## config.mk

```make
export PLATFORM = sky130hd
export DESIGN_NAME = sync_length_checksum_frame_parser_top_flat
export DESIGN_NICKNAME = d
export VERILOG_FILES = /design/src/rtl/core/slcfp_pkg.sv /design/src/rtl/core/slcfp_if.sv /design/src/rtl/core/slcfp_payload_ram.sv /design/src/rtl/core/slcfp_rx_fsm.sv /design/src/rtl/core/slcfp_replay.sv /design/src/rtl/core/sync_length_checksum_frame_parser_top.sv /design/src/flat_wrapper.sv
export SDC_FILE = /design/constraint.sdc
export NUM_CORES = 1
export LEC_CHECK = 0
export BUFFER_PORTS_ARGS = -buffer_cell sky130_fd_sc_hd__buf_2
export CORE_ASPECT_RATIO = 1.4
export CORE_MARGIN = 8
export CORE_UTILIZATION = 46
export DETAILED_ROUTE_END_ITERATION = 10
export PLACE_DENSITY_LB_ADDON = 0.2
export SYNTH_ARGS = -nofsm -noshare
export SYNTH_HDL_FRONTEND = slang
export SYNTH_SLANG_ARGS = --single-unit
```

## constraint.sdc

```tcl
create_clock -name i_clk -period 13.27 [get_ports i_clk]
set_input_delay 1.9905 -clock i_clk [delete_from_list [all_inputs] [get_ports i_clk]]
set_output_delay 1.9905 -clock i_clk [all_outputs]
set_load 0.03 [all_outputs]
```

## src/rtl/core/slcfp_pkg.sv

```systemverilog
// Shared constants and types for the sync/length/checksum frame parser.
// No dependencies; every other file of the block imports this package.
`default_nettype none

package slcfp_pkg;

    localparam int MAX_PAYLOAD = 64;
    localparam int BYTE_W      = 8;
    localparam int LEN_W       = 7;
    localparam int BIDX_W      = 6;
    localparam int CFG_IDX_W   = 2;
    localparam int ADDR_W      = (MAX_PAYLOAD > 1) ? $clog2(MAX_PAYLOAD) : 1;

    localparam logic [BYTE_W-1:0] SYNC_FIRST_RST  = 8'd170;
    localparam logic [BYTE_W-1:0] SYNC_SECOND_RST = 8'd85;
    localparam logic [LEN_W-1:0]  MAX_LEN_RST     = 7'd64;
    localparam logic [LEN_W-1:0]  MAX_PAYLOAD_LEN = LEN_W'(MAX_PAYLOAD);

    typedef enum logic [2:0] {
        PH_SYNC1,
        PH_SYNC2,
        PH_DEV,
        PH_SYS,
        PH_MSG,
        PH_LEN,
        PH_DATA,
        PH_CSUM
    } t_phase;

    typedef enum logic [CFG_IDX_W-1:0] {
        REG_SYNC_FIRST  = 2'd0,
        REG_SYNC_SECOND = 2'd1,
        REG_MAX_LEN     = 2'd2
    } t_reg_idx;

    typedef struct packed {
        logic [BYTE_W-1:0] sync_first;
        logic [BYTE_W-1:0] sync_second;
        logic [LEN_W-1:0]  max_len;
    } t_cfg;

    typedef struct packed {
        logic [BYTE_W-1:0] dev;
        logic [BYTE_W-1:0] sys;
        logic [BYTE_W-1:0] msg;
        logic [LEN_W-1:0]  len;
    } t_frame_hdr;

    typedef struct packed {
        logic              we;
        logic [ADDR_W-1:0] addr;
        logic [BYTE_W-1:0] data;
    } t_ram_wr;

    typedef struct packed {
        logic              en;
        logic [ADDR_W-1:0] addr;
    } t_ram_rd;

endpackage

`default_nettype wire

```

## src/rtl/core/slcfp_if.sv

```systemverilog
// Valid/ready channel interfaces for received bytes and replayed results.
// Depends on slcfp_pkg.
`default_nettype none

interface slcfp_in_if;
    import slcfp_pkg::*;
    logic              valid;
    logic              ready;
    logic [BYTE_W-1:0] rx_byte;
    modport source (output valid, output rx_byte, input ready);
    modport sink   (input valid, input rx_byte, output ready);
endinterface

interface slcfp_out_if;
    import slcfp_pkg::*;
    logic              valid;
    logic              ready;
    logic [BYTE_W-1:0] device_id;
    logic [BYTE_W-1:0] system_id;
    logic [BYTE_W-1:0] message_id;
    logic [LEN_W-1:0]  payload_len;
    logic [BIDX_W-1:0] byte_index;
    logic [BYTE_W-1:0] payload_byte;
    logic              has_byte;
    logic              last;
    modport source (output valid, output device_id, output system_id, output message_id,
                    output payload_len, output byte_index, output payload_byte,
                    output has_byte, output last, input ready);
    modport sink   (input valid, input device_id, input system_id, input message_id,
                    input payload_len, input byte_index, input payload_byte,
                    input has_byte, input last, output ready);
endinterface

`default_nettype wire

```

## src/rtl/core/slcfp_payload_ram.sv

```systemverilog
// Payload byte store: one write port, one read port with registered data.
// Depends on slcfp_pkg.
`default_nettype none

module slcfp_payload_ram (
    input  wire logic                      i_clk,
    input  wire slcfp_pkg::t_ram_wr        i_wr,
    input  wire slcfp_pkg::t_ram_rd        i_rd,
    output logic [slcfp_pkg::BYTE_W-1:0]   o_rd_data
);
    import slcfp_pkg::*;

    logic [BYTE_W-1:0] r_mem [MAX_PAYLOAD];

    always_ff @(posedge i_clk) begin
        if (i_wr.we) begin
            r_mem[i_wr.addr] <= i_wr.data;
        end
    end

    // Read data holds while no read is issued; the replay relies on that.
    always_ff @(posedge i_clk) begin
        if (i_rd.en) begin
            o_rd_data <= r_mem[i_rd.addr];
        end
    end

endmodule

`default_nettype wire

```

## src/rtl/core/slcfp_rx_fsm.sv

```systemverilog
// Receive state machine: sync hunt, header capture, payload store writes, checksum.
// Depends on slcfp_pkg.
`default_nettype none

module slcfp_rx_fsm (
    input  wire logic                      i_clk,
    input  wire logic                      i_rst_n,
    input  wire logic                      i_acc,
    input  wire logic [slcfp_pkg::BYTE_W-1:0] i_byte,
    input  wire slcfp_pkg::t_cfg           i_cfg,
    output slcfp_pkg::t_ram_wr             o_wr,
    output logic                           o_start,
    output slcfp_pkg::t_frame_hdr          o_hdr
);
    import slcfp_pkg::*;

    t_phase            r_phase, n_phase;
    logic [BYTE_W-1:0] r_sum, n_sum;
    logic [LEN_W-1:0]  r_cnt, n_cnt;
    t_frame_hdr        r_hdr, n_hdr;

    logic [LEN_W-1:0]  limit;
    logic              len_bad;
    logic [LEN_W-1:0]  cnt_inc;

    assign limit   = (i_cfg.max_len > MAX_PAYLOAD_LEN) ? MAX_PAYLOAD_LEN : i_cfg.max_len;
    assign len_bad = i_byte > {1'b0, limit};
    assign cnt_inc = r_cnt + LEN_W'(1);

    // Next phase.
    always_comb begin
        n_phase = r_phase;
        if (i_acc) begin
            case (r_phase)
                PH_SYNC1: if (i_byte == i_cfg.sync_first) n_phase = PH_SYNC2;
                PH_SYNC2: n_phase = (i_byte == i_cfg.sync_second) ? PH_DEV : PH_SYNC1;
                PH_DEV:   n_phase = PH_SYS;
                PH_SYS:   n_phase = PH_MSG;
                PH_MSG:   n_phase = PH_LEN;
                PH_LEN: begin
                    if (len_bad) begin
                        n_phase = PH_SYNC1;
                    end else if (i_byte == '0) begin
                        n_phase = PH_CSUM;
                    end else begin
                        n_phase = PH_DATA;
                    end
                end
                PH_DATA:  if (cnt_inc >= r_hdr.len) n_phase = PH_CSUM;
                PH_CSUM:  n_phase = PH_SYNC1;
                default:  n_phase = PH_SYNC1;
            endcase
        end
    end

    // Header, count and running checksum.
    always_comb begin
        n_sum = r_sum;
        n_cnt = r_cnt;
        n_hdr = r_hdr;
        if (i_acc) begin
            case (r_phase)
                PH_SYNC1: if (i_byte == i_cfg.sync_first) n_sum = i_byte;
                PH_SYNC2: if (i_byte == i_cfg.sync_second) n_sum = r_sum + i_byte;
                PH_DEV: begin
                    n_hdr.dev = i_byte;
                    n_sum     = r_sum + i_byte;
                end
                PH_SYS: begin
                    n_hdr.sys = i_byte;
                    n_sum     = r_sum + i_byte;
                end
                PH_MSG: begin
                    n_hdr.msg = i_byte;
                    n_sum     = r_sum + i_byte;
                end
                PH_LEN: begin
                    n_cnt = '0;
                    if (!len_bad) begin
                        n_hdr.len = i_byte[LEN_W-1:0];
                        n_sum     = r_sum + i_byte;
                    end
                end
                PH_DATA: begin
                    n_cnt = cnt_inc;
                    n_sum = r_sum + i_byte;
                end
                default: n_cnt = '0;
            endcase
        end
    end

    // Outputs.
    always_comb begin
        o_wr.we   = i_acc && (r_phase == PH_DATA);
        o_wr.addr = r_cnt[ADDR_W-1:0];
        o_wr.data = i_byte;
        o_start   = i_acc && (r_phase == PH_CSUM) && (i_byte == r_sum);
        o_hdr     = r_hdr;
    end

    always_ff @(posedge i_clk) begin
        if (!i_rst_n) begin
            r_phase <= PH_SYNC1;
            r_cnt   <= '0;
            r_sum   <= '0;
        end else begin
            r_phase <= n_phase;
            r_cnt   <= n_cnt;
            r_sum   <= n_sum;
        end
    end

    always_ff @(posedge i_clk) begin
        r_hdr <= n_hdr;
    end

endmodule

`default_nettype wire

```

## src/rtl/core/slcfp_replay.sv

```systemverilog
// Replay sequencer: reads stored payload bytes and drives the result register.
// Depends on slcfp_pkg and slcfp_out_if.
`default_nettype none

module slcfp_replay (
    input  wire logic                         i_clk,
    input  wire logic                         i_rst_n,
    input  wire logic                         i_start,
    input  wire slcfp_pkg::t_frame_hdr        i_hdr,
    output slcfp_pkg::t_ram_rd                o_rd,
    input  wire logic [slcfp_pkg::BYTE_W-1:0] i_rd_data,
    output logic                              o_busy,
    slcfp_out_if.source                       o_res
);
    import slcfp_pkg::*;

    logic              r_busy;
    t_frame_hdr        r_hdr;
    logic [LEN_W-1:0]  r_idx;

    // Read stage: one transaction whose RAM data arrives in the next cycle.
    logic              r_rd_v;
    logic [ADDR_W-1:0] r_rd_idx;
    logic              r_rd_has;
    logic              r_rd_last;

    logic              r_out_v;
    t_frame_hdr        r_out_hdr;
    logic [BIDX_W-1:0] r_out_idx;
    logic [BYTE_W-1:0] r_out_byte;
    logic              r_out_has;
    logic              r_out_last;

    logic load, issue, issue_last, has_data;

    assign has_data   = (r_hdr.len != '0);
    assign load       = r_rd_v && (!r_out_v || o_res.ready);
    assign issue      = r_busy && (!r_rd_v || load);
    assign issue_last = !has_data || ((r_idx + LEN_W'(1)) == r_hdr.len);

    assign o_rd.en   = issue && has_data;
    assign o_rd.addr = r_idx[ADDR_W-1:0];
    assign o_busy    = r_busy || r_rd_v;

    always_ff @(posedge i_clk) begin
        if (!i_rst_n) begin
            r_busy  <= 1'b0;
            r_idx   <= '0;
            r_rd_v  <= 1'b0;
            r_out_v <= 1'b0;
        end else begin
            if (i_start) begin
                r_busy <= 1'b1;
                r_idx  <= '0;
            end else if (issue) begin
                r_idx <= r_idx + LEN_W'(1);
                if (issue_last) begin
                    r_busy <= 1'b0;
                end
            end

            if (issue) begin
                r_rd_v <= 1'b1;
            end else if (load) begin
                r_rd_v <= 1'b0;
            end

            if (load) begin
                r_out_v <= 1'b1;
            end else if (o_res.ready) begin
                r_out_v <= 1'b0;
            end
        end
    end

    always_ff @(posedge i_clk) begin
        if (i_start) begin
            r_hdr <= i_hdr;
        end
        if (issue) begin
            r_rd_idx  <= r_idx[ADDR_W-1:0];
            r_rd_has  <= has_data;
            r_rd_last <= issue_last;
        end
        if (load) begin
            r_out_hdr  <= r_hdr;
            r_out_idx  <= BIDX_W'(r_rd_idx);
            r_out_byte <= r_rd_has ? i_rd_data : '0;
            r_out_has  <= r_rd_has;
            r_out_last <= r_rd_last;
        end
    end

    assign o_res.valid        = r_out_v;
    assign o_res.device_id    = r_out_hdr.dev;
    assign o_res.system_id    = r_out_hdr.sys;
    assign o_res.message_id   = r_out_hdr.msg;
    assign o_res.payload_len  = r_out_hdr.len;
    assign o_res.byte_index   = r_out_idx;
    assign o_res.payload_byte = r_out_byte;
    assign o_res.has_byte     = r_out_has;
    assign o_res.last         = r_out_last;

endmodule

`default_nettype wire

```

## src/rtl/core/sync_length_checksum_frame_parser_top.sv

```systemverilog
// Top level of the two-sync-byte framed parser with additive checksum.
// Depends on slcfp_pkg, slcfp_if, slcfp_payload_ram, slcfp_rx_fsm, slcfp_replay.
//
//   Port       Dir  Handshake          Carries
//   i_rx       in   valid/ready        rx_byte
//   o_res      out  valid/ready        header, byte_index, payload_byte, has_byte, last
//   i_cfg_*    in   write enable only  register index and write data
//
// A received byte is taken whenever no replay is running.
// A good checksum byte starts a replay of max(len,1) results, one per cycle while
// the output is not stalled, paced by the single read port of the payload RAM;
// bytes are held off until the last result has moved into the output register.
// Reset is synchronous and needs no clearing pass; a stalled output holds its result.
`default_nettype none

module sync_length_checksum_frame_parser_top (
    input  wire logic                            i_clk,
    input  wire logic                            i_rst_n,
    slcfp_in_if.sink                             i_rx,
    slcfp_out_if.source                          o_res,
    input  wire logic                            i_cfg_we,
    input  wire logic [slcfp_pkg::CFG_IDX_W-1:0] i_cfg_idx,
    input  wire logic [slcfp_pkg::BYTE_W-1:0]    i_cfg_wdata
);
    import slcfp_pkg::*;

    t_cfg              r_cfg;
    t_ram_wr           ram_wr;
    t_ram_rd           ram_rd;
    logic [BYTE_W-1:0] ram_rd_data;
    t_frame_hdr        hdr;
    logic              start;
    logic              busy;
    logic              rx_acc;

    always_ff @(posedge i_clk) begin
        if (!i_rst_n) begin
            r_cfg.sync_first  <= SYNC_FIRST_RST;
            r_cfg.sync_second <= SYNC_SECOND_RST;
            r_cfg.max_len     <= MAX_LEN_RST;
        end else if (i_cfg_we) begin
            case (i_cfg_idx)
                REG_SYNC_FIRST:  r_cfg.sync_first  <= i_cfg_wdata;
                REG_SYNC_SECOND: r_cfg.sync_second <= i_cfg_wdata;
                REG_MAX_LEN:     r_cfg.max_len     <= i_cfg_wdata[LEN_W-1:0];
                default:         r_cfg             <= r_cfg;
            endcase
        end
    end

    assign i_rx.ready = !busy;
    assign rx_acc     = i_rx.valid && !busy;

    slcfp_rx_fsm u_rx_fsm (
        .i_clk   (i_clk),
        .i_rst_n (i_rst_n),
        .i_acc   (rx_acc),
        .i_byte  (i_rx.rx_byte),
        .i_cfg   (r_cfg),
        .o_wr    (ram_wr),
        .o_start (start),
        .o_hdr   (hdr)
    );

    slcfp_payload_ram u_payload_ram (
        .i_clk     (i_clk),
        .i_wr      (ram_wr),
        .i_rd      (ram_rd),
        .o_rd_data (ram_rd_data)
    );

    slcfp_replay u_replay (
        .i_clk     (i_clk),
        .i_rst_n   (i_rst_n),
        .i_start   (start),
        .i_hdr     (hdr),
        .o_rd      (ram_rd),
        .i_rd_data (ram_rd_data),
        .o_busy    (busy),
        .o_res     (o_res)
    );

endmodule

`default_nettype wire

```

## src/flat_wrapper.sv

```systemverilog
// flat-port wrapper written by rule: the top's interface ports become plain ports
module sync_length_checksum_frame_parser_top_flat import slcfp_pkg::*;
  (i_clk, i_rst_n, i_cfg_we, i_cfg_idx, i_cfg_wdata, i_rx_valid, i_rx_rx_byte, i_rx_ready, o_res_valid, o_res_device_id, o_res_system_id, o_res_message_id, o_res_payload_len, o_res_byte_index, o_res_payload_byte, o_res_has_byte, o_res_last, o_res_ready);
  slcfp_in_if i_rx_i ();
  slcfp_out_if o_res_i ();
  input  wire logic i_clk;
  input  wire logic i_rst_n;
  input  wire logic i_cfg_we;
  input  wire logic [slcfp_pkg::CFG_IDX_W-1:0] i_cfg_idx;
  input  wire logic [slcfp_pkg::BYTE_W-1:0] i_cfg_wdata;
  input wire logic [$bits(i_rx_i.valid)-1:0] i_rx_valid;
  input wire logic [$bits(i_rx_i.rx_byte)-1:0] i_rx_rx_byte;
  output wire logic [$bits(i_rx_i.ready)-1:0] i_rx_ready;
  output wire logic [$bits(o_res_i.valid)-1:0] o_res_valid;
  output wire logic [$bits(o_res_i.device_id)-1:0] o_res_device_id;
  output wire logic [$bits(o_res_i.system_id)-1:0] o_res_system_id;
  output wire logic [$bits(o_res_i.message_id)-1:0] o_res_message_id;
  output wire logic [$bits(o_res_i.payload_len)-1:0] o_res_payload_len;
  output wire logic [$bits(o_res_i.byte_index)-1:0] o_res_byte_index;
  output wire logic [$bits(o_res_i.payload_byte)-1:0] o_res_payload_byte;
  output wire logic [$bits(o_res_i.has_byte)-1:0] o_res_has_byte;
  output wire logic [$bits(o_res_i.last)-1:0] o_res_last;
  input wire logic [$bits(o_res_i.ready)-1:0] o_res_ready;
  assign i_rx_i.valid = i_rx_valid;
  assign i_rx_i.rx_byte = i_rx_rx_byte;
  assign i_rx_ready = i_rx_i.ready;
  assign o_res_valid = o_res_i.valid;
  assign o_res_device_id = o_res_i.device_id;
  assign o_res_system_id = o_res_i.system_id;
  assign o_res_message_id = o_res_i.message_id;
  assign o_res_payload_len = o_res_i.payload_len;
  assign o_res_byte_index = o_res_i.byte_index;
  assign o_res_payload_byte = o_res_i.payload_byte;
  assign o_res_has_byte = o_res_i.has_byte;
  assign o_res_last = o_res_i.last;
  assign o_res_i.ready = o_res_ready;
  sync_length_checksum_frame_parser_top u_core (.i_clk(i_clk), .i_rst_n(i_rst_n), .i_rx(i_rx_i), .o_res(o_res_i), .i_cfg_we(i_cfg_we), .i_cfg_idx(i_cfg_idx), .i_cfg_wdata(i_cfg_wdata));
endmodule
```

After elaboration in Yosys (flattened, before gate mapping) --
Memories as Yosys holds them, arrays and structs flattened. A register that Yosys moved wholly into a read port is not among the register bits. Index checks and enable logic that the tools add are counted. W data, S select, Z words.
Storage, ports and cells: register bits after elaboration 168, latch bits 0, memory bits (writable) 512, ROM bits 0, input port bits 23, output and inout port bits 49, word-level logic and storage cells 115, memories 1
Memory list:
- u_core.u_payload_ram.r_mem | words 64, width 8, read ports 1, clocked after Yosys merged registers in 1, wr ports 1, line slcfp_payload_ram.sv:13 | logic [BYTE_W-1:0] r_mem [MAX_PAYLOAD];
Operators by class: add/sub/neg operators 3, multipliers 0, div/mod/pow operators 0, order comparisons 3, equality and inequality tests 17, shifts and indexed selects 0, muxes and demuxes 21, bitwise operators 3, reductions and logical operators 38
Operators by type and width (number):
- $pmux W8 S4 | 1
- $eq A8 B8 Y1 | 3
- $mux W8 | 3
- $pmux W3 S8 | 1
- $reduce_and A2 Y1 | 8
- $add A7 B1 Y7 const B | 2
- $pmux W7 S2 | 1
- $eq A3 B3 Y1 const B | 4
- $mux W1 | 10
- $mux W3 | 3
- $add A8 B8 Y8 | 1
- $gt A8 B7 Y1 | 1
- $logic_not A8 Y1 | 1
- $ne A2 B2 Y1 const B | 4
- $reduce_bool A2 Y1 | 4
- $eq A7 B7 Y1 | 1
- $ge A7 B7 Y1 | 1
- $gt A7 B7 Y1 const B | 1
- $logic_and A1 B1 Y1 | 7
- $mux W7 | 1
- $reduce_bool A7 Y1 | 1
- $eq A3 B2 Y1 const B | 2
- $reduce_and A3 Y1 | 2
- $reduce_and A5 Y1 | 1
- 13 further kinds | 21

Logic depth before layout (Yosys ltp) --
Gate-level depths: netlist of run 1.
depth in word-level cells 7, gate-level depth with buffers 9, gate-level depth less buffers 9

By module --
Synthesis of run 1 repeated with hierarchy kept, for this count alone.
Unflattened totals: cells, all modules 1507, area total of the unflattened synthesis 27490.1 µm²
Modules (own cells, without submodules):
- slcfp_payload_ram | times used 1, cells each 940, area each 20246.9 µm², sequential area each 15615.0 µm²
- slcfp_replay | times used 1, cells each 169, area each 3275.6 µm², sequential area each 2782.7 µm²
- slcfp_rx_fsm | times used 1, cells each 300, area each 2991.6 µm², sequential area each 1291.2 µm²
- sync_length_checksum_frame_parser_top | times used 1, cells each 98, area each 975.9 µm², sequential area each 460.4 µm²

Least setup slack after synthesis of run 1 --
No wires, ideal clock.
kind input port to flip-flop, from in i_rx_rx_byte[3], to reg u_core.u_replay.r_idx[0], setup time 122 ps, arrival time 5551 ps, required time 13148 ps, setup slack 7597 ps, stages 5, buffers on the path 0, path through ha_1 or4_1 nor3_1 nand2b_1 nor2_1
Between the ends: cells in the longest elaborated chain, start to end 3
Ends and longest elaborated chain:
- from (decl) | line flat_wrapper.sv:12 | input wire logic [$bits(i_rx_i.rx_byte)-1:0] i_rx_rx_byte;
- $eq A8 B8 Y1 | line slcfp_rx_fsm.sv:98 | o_start = i_acc && (r_phase == PH_CSUM) && (i_byte == r_sum);
- $logic_and A1 B1 Y1 | line slcfp_rx_fsm.sv:98
- net u_core.start | line sync_length_checksum_frame_parser_top.sv:32 | logic start;
- $reduce_or A2 Y1 (no source line)
- to (signal assigned) | line slcfp_replay.sv:56 | r_idx <= r_idx + LEN_W'(1);
- to (decl) | line slcfp_replay.sv:19 | logic [LEN_W-1:0] r_idx;
The timed path passes the listed nets, and every way through them passes these cells. A chain may end at the register's enable or synchronous reset.

Worst setup path in the final report of run 1 --
from in i_rx_rx_byte[5], to reg u_core.u_rx_fsm.r_hdr, in the netlist u_core.u_rx_fsm.o_hdr[0] (enable)
Between the ends: cells in the longest elaborated chain, start to end 3
Ends and longest elaborated chain:
- $gt A8 B7 Y1 | line slcfp_rx_fsm.sv:27 | assign len_bad = i_byte > {1'b0, limit};
- $not A1 Y1 (no source line)
- $reduce_and A3 Y1 (no source line)
- to (signal assigned) | line slcfp_rx_fsm.sv:115 | r_hdr <= n_hdr;
- to (decl) | line slcfp_rx_fsm.sv:20 | t_frame_hdr r_hdr, n_hdr;
No other way between the ends.

==> run metrics, run 1 <==
Clk Latency, worst-skew pair 0.63 ns; Yosys top cell by area edfxtp_1; f_max 228.2 MHz; largest net degree at the start of global routing 78; Synth Instances 1378; GP Congestion 0.7697; first-pass GRT wire length 86260 um; WS Path Type in2reg; post-synthesis cell type count 58; final hold vios 0; Min-Delay Path Class reg2reg; slew margin rel. 13.50%; final WL 57150 um; via/cell ratio 5.652; power share of the combinational group 1.5%; synth top area cells edfxtp_1, mux4_2, dfxtp_1; area of the multi-input gates 0.006396 sq mm; starting density of the core 46.26%; cell depth of the worst hold path 0; top_reg_cell synth edfxtp_1; antenna violations before repair 0; Chip Height 302.2 um; WL per Instance 25.19 um; status finished, final reports clean; hold slack 0.4152 ns; Antenna Cells 0; clock root buffer master clkbuf_16; #FFs+latches synth 688; clk sinks 688; Setup Fix Bufs, Post-CTS 0; hold wc startpoint u_core.u_rx_fsm.o_hdr[10]; post-synthesis sequential area ratio 74.85%; worst slew pin tran 1.286 ns; TritonRoute pass-1 iters 5; mean post-synth cell area 19.54 sq um; Port-buffer cells 71; gr ovfl total 0; kind of end point of the critical path flop; cts bufs inserted 61; via count 12825; Ys Warns 0; RSZ-0062 raised after global routing no; asr flop ratio synth 0%; die area 0.06663 sq mm; Flop pwr share 57.1%; share of the synthesized area in the top cell type 71.05%; vias in the first global route 13623; part of the power in the clock network 41.4%; GR Util All Layers 17.56%; number of fill cells 4601; Post-CTS Resized 0; Cell Chain, Critical Path buf_2, buf_4, ha_1, a21o_1, a211oi_1, o21bai_1, nor4_1; Min-Delay Endpoint u_core.u_replay.r_hdr[10]; critical path's slowest cell nor4_1; Final nets 1518; Final min period 4.382 ns; die width 220.5 um; # Max-Cap Violations 0; Synth Cell Area 0.02692 sq mm; layout cell share with drive strength beyond 1 22.96%; LEAKAGE 9.339 nW; Area Overhead vs Synth 11.50%; Final setup viols 0; Mapped Nets 1425; number of flops mapped to enable cells by yosys 637; type of origin of the critical path input port; Worst path max stage delay 0.98 ns; cell internal pwr 3.338 mW; core area 0.05820 sq mm; Final Max Tran Viols 0; CP required 13.49 ns; DRC 0; hold bufs inserted after CTS 0; Seq. cell area 0.02016 sq mm; R2R setup slack 9.13 ns; Final period util 33.02%; clock skew 0.02264 ns; Max FO, Critical Path 74; Worst-path clk slew 0.06 ns; reg2reg start u_core.u_replay.r_idx[0]; H-tree levels 2; Cell Pwr Density 138.0 mW/mm^2; FF-to-FF path depth 6; Top Ports 72; antenna viol nets, final 0; switching pwr 804.3 uW; 1st-iter DRT viols 826; TritonCTS clock tree yes; Switching Fraction 19.42%; Power Total 4.142 mW; maximum vdd ir drop 0.09160 mV; HPWL after detailed placement 35660 um; reg-to-reg endpoint u_core.u_payload_ram.o_rd_data[2]; Post-Route Setup TNS 0 ns; Arrival @ worst endpoint 4.60 ns; CTS Buffer Depth 3; Rows 105
[routing by layer]
metal / global-route usage, % / vias up / part of all wire [%] / routed length (um)
li1: - / 5732 / - / -
met1: 21.41 / 6699 / 39 / 22440
met2: 31.44 / 286 / 54 / 30580
met3: 2.541 / 108 / 3.9 / 2202
met4: 6.214 / 0 / 3.4 / 1919
met5: 0 / - / 0 / 0
[metrics by stage]
step                      area (sq um)  util, %  cells  setup WS [ns]
after detailed placement         28100    48.27   2157          8.205
after global placement           28100    48.27   2157          8.382
after CTS                        30020    51.57   2269          8.890
after global routing             30020    51.57   2269          8.717
final                            30020    51.57   2269          8.888
after floorplan                  26920        -   1378          7.597
[registers in the layout, summed over array words and instances (netlist names), 7 cells and up]
| register | cells |
|---|---|
| u_core.r_cfg | 23 |
| u_core.u_payload_ram.o_rd_data | 8 |
| u_core.u_payload_ram.r_mem | 512 |
| u_core.u_replay.o_res.device_id | 8 |
| u_core.u_replay.o_res.message_id | 8 |
| u_core.u_replay.o_res.payload_byte | 8 |
| u_core.u_replay.o_res.payload_len | 7 |
| u_core.u_replay.o_res.system_id | 8 |
| u_core.u_replay.r_hdr | 31 |
| u_core.u_replay.r_idx | 7 |
| u_core.u_rx_fsm.o_hdr | 31 |
| u_core.u_rx_fsm.r_cnt | 7 |
| u_core.u_rx_fsm.r_sum | 8 |
[power by group through the flow]
stage	combinational, mW	sequential (mW)	clock [mW]
2_1_floorplan	0.0198	2.41	0
3_3_place_gp	0.0602	2.41	0
3_5_place_dp	0.0629	2.41	0
4_1_cts	0.0627	2.36	1.75
5_1_grt	0.0679	2.36	1.83
6_report	0.0612	2.36	1.72
[placed cells by master (no fill, tap or decap), drive strengths merged, types with 15 or more instances in the layout]
cell    Yosys  final
a21oi      22     22
buf        33     94
clkbuf     31     85
clkinv      0     20
dfxtp      51     51
edfxtp    637    637
ha         23     23
inv        20     21
mux2i      32     32
mux4      160    160
nand2      53     53
nand3      15     15
nor2      112    112
nor3       19     19
xnor2      19     19
xor2       18     18
[how the worst max path moves through the flow]
stage	start	endpoint	slack, ns	depth (start not counted)
floorplan	i_rx_rx_byte[3]	u_core.u_replay.r_idx[0]	7.60	5
global placement	i_rx_rx_byte[5]	u_core.u_rx_fsm.o_hdr[2]	8.38	7
detailed placement	i_rx_rx_byte[5]	u_core.u_rx_fsm.o_hdr[3]	8.20	7
CTS	i_rx_rx_byte[5]	u_core.u_rx_fsm.o_hdr[0]	8.89	7
global route	i_rx_rx_byte[5]	u_core.u_rx_fsm.o_hdr[0]	8.72	7
finish	i_rx_rx_byte[5]	u_core.u_rx_fsm.o_hdr[0]	8.89	7
[Yosys cell counts, drive strengths merged (4+ instances only)]
cell type  instances
nor3              19
a21o               4
and2              13
inv               20
buf               33
o211ai             4
a211oi            11
nor2             112
nand3b             4
dfxtp             51
o21ai             12
a21oi             22
mux4             160
nand3             15
nand2b             6
edfxtp           637
nand4              4
xor2              18
clkbuf            31
ha                23
nand2             53
mux2i             32
xnor2             19
a22oi              4
nor4              13
a31oi              6
nor2b             14
[worst max-delay path, delay by kind of cell]
| kind | cells | cell delay, ns |
|---|---|---|
| and+or+nand+nor | 1 | 0.98 |
| buffers and inverters | 2 | 0.63 |
| adders and majority gates | 1 | 0.37 |
| AOI/OAI and AO/OA | 3 | 0.61 |
[cells by family after synthesis]
kind of cell    synth area share (%)
fa+ha+maj                      1.143
compound gates                 2.115
buf+inv                        1.464
mux                            14.66
simple gates                   4.569
xor+xnor                       1.204
flops                          74.85
[area by class of cell]
type	instances	share of cell area, %
flip-flops and latches	688	67.16
multi-input cells	606	21.31
clock buffers	85	5.627
well taps	749	3.122
repair buffers	94	1.759
clock inverters	27	0.7712
inverters	20	0.2501
No activity file was read; power rests on OpenSTA's default activity.
==> run 2: changes to the inputs <==
==> constraint.sdc (replaced) <==
create_clock -name i_clk -period 4.3 [get_ports i_clk]
set_input_delay 0.645 -clock i_clk [delete_from_list [all_inputs] [get_ports i_clk]]
set_output_delay 0.645 -clock i_clk [all_outputs]
set_load 0.03 [all_outputs]
==> run metrics, run 2 (same netlist as run 1, synthesis figures left out) <==
max FFs per register 512; CTS Buffer Depth 3; HPWL after detailed placement 38460 um; slew margin rel. 21.70%; CP required 4.55 ns; Final nets 1532; via/cell ratio 5.702; antenna viol nets, final 0; Post-Route Setup TNS 0 ns; number of fill cells 4554; Core Util, Final 52.05%; gr ovfl total 0; status finished, final reports clean; Biggest register u_core.u_payload_ram.r_mem; clock root buffer master clkbuf_16; 1st-iter DRT viols 1220; largest net degree at the start of global routing 74; antenna violations before repair 3; WL per Instance 26.45 um; WS Path Type reg2reg; f_max 300.5 MHz; TritonRoute pass-1 iters 5; final WL 60360 um; # Max-Cap Violations 0; Top Ports 72; Min-Delay Path Class in2reg; cts bufs inserted 61; layout cell share with drive strength beyond 1 24.46%; vias in the first global route 13591; CP dominant cell by count nor2_1; Chip Height 302.2 um; Port-buffer cells 71; core area 0.05820 sq mm; critical path's slowest cell nor2_1; Final period util 77.40%; via count 13013; maximum vdd ir drop 0.2723 mV; worst slew pin tran 1.165 ns; Area Overhead vs Synth 12.52%; GP Congestion 0.8120; Final Max Tran Viols 0; RSZ-0062 raised after global routing no; GR Util All Layers 18.46%; Rows 105; final hold vios 0; type of origin of the critical path flop; starting density of the core 46.26%; Worst path max stage delay 0.87 ns; Cell Pwr Density 431.4 mW/mm^2; H-tree levels 2; first-pass GRT wire length 89430 um; Clk Latency, worst-skew pair 0.62 ns; clock skew 0.02084 ns; Setup Fix Bufs, Post-CTS 0; Final min period 3.328 ns; die width 220.5 um; Worst-path clk slew 0.07 ns; hold bufs inserted after CTS 0; DRC 0; Seq. cell area 0.02016 sq mm; Cell Chain, Critical Path nand3_1, nor2_1, nand4_1, nor2_1; Arrival @ worst endpoint 3.58 ns; clk sinks 688; LEAKAGE 9.435 nW; commonest non-fill, non-tap cell in the layout edfxtp_1; Max FO, Critical Path 10; kind of end point of the critical path flop; Antenna Cells 0; TritonCTS clock tree yes; Final setup viols 0; die area 0.06663 sq mm; area of the multi-input gates 0.006402 sq mm; most frequent cells in the layout edfxtp_1, mux4_2, nor2_1; Post-CTS Resized 0
[run 2: cell count changes in the layout (fill, tap and decap cells not counted), moves of 2 or more]
cell / previous run / this run
inv_6: 1 / 3
bufinv_16: 4 / 10
clkinvlp_4: 2 / 8
clkbuf_1: 19 / 5
clkinv_2: 6 / 8
buf_4: 23 / 34
clkbuf_8: 3 / 1
buf_12: 0 / 3
clkbuf_16: 63 / 61
[run 2: power breakdown]
part / switching, mW / total, mW / internal, mW
Clock: 2.36 / 5.57 / 3.21
Combinational: 0.158 / 0.202 / 0.0447
Sequential: 0.00526 / 7.30 / 7.29
[run 2: area by class of cell]
cell class / count / share of cell area, %
repair buffers: 108 / 2.214
well taps: 749 / 3.094
clock buffers: 67 / 5.147
inverters: 20 / 0.2478
multi-input cells: 606 / 21.14
clock inverters: 44 / 1.611
flip-flops and latches: 688 / 66.55
[run 2: worst max-delay path: cells and delay by family (launching register included)]
kind,cells,cell delay [ns]
flip-flops,1,0.52
AND/OR/NAND/NOR,4,2.42
[run 2: metal layers]
| layer | vias up | part of all wire [%] | GRT usage [%] |
|---|---|---|---|
| li1 | 5759 | - | - |
| met4 | 0 | 2.3 | 5.045 |
| met3 | 67 | 4.6 | 2.951 |
| met1 | 6845 | 39 | 22.53 |
| met5 | - | 0 | 0 |
| met2 | 342 | 55 | 33.51 |
[run 2: worst paths after layout]
check        slack, ns                   startpoint  depth (start not counted)                             endpoint
max reg2reg       0.97   u_core.u_rx_fsm.r_phase[1]                          4    u_core.u_payload_ram.r_mem[31][7]
max               0.97   u_core.u_rx_fsm.r_phase[1]                          4    u_core.u_payload_ram.r_mem[31][7]
min reg2reg       0.41  u_core.u_replay.r_rd_idx[0]                          0  u_core.u_replay.o_res.byte_index[0]
min               0.26               i_cfg_wdata[7]                          3                     u_core.r_cfg[22]
[run 2: metrics by stage]
step                std cells  total power [mW]  setup slack [ns]  cell area, sq um  hold slack [ns]
floorplan                1378             7.503            0.9407             26930           0.4003
global placement         2171             7.644            0.9998             28240           0.4011
detailed placement       2171             7.651            0.9479             28240           0.4045
CTS                      2282             13.19             1.069             30290           0.2273
global route             2282             13.43            0.8487             30290           0.2636
finish                   2282             13.07            0.9719             30290           0.2621
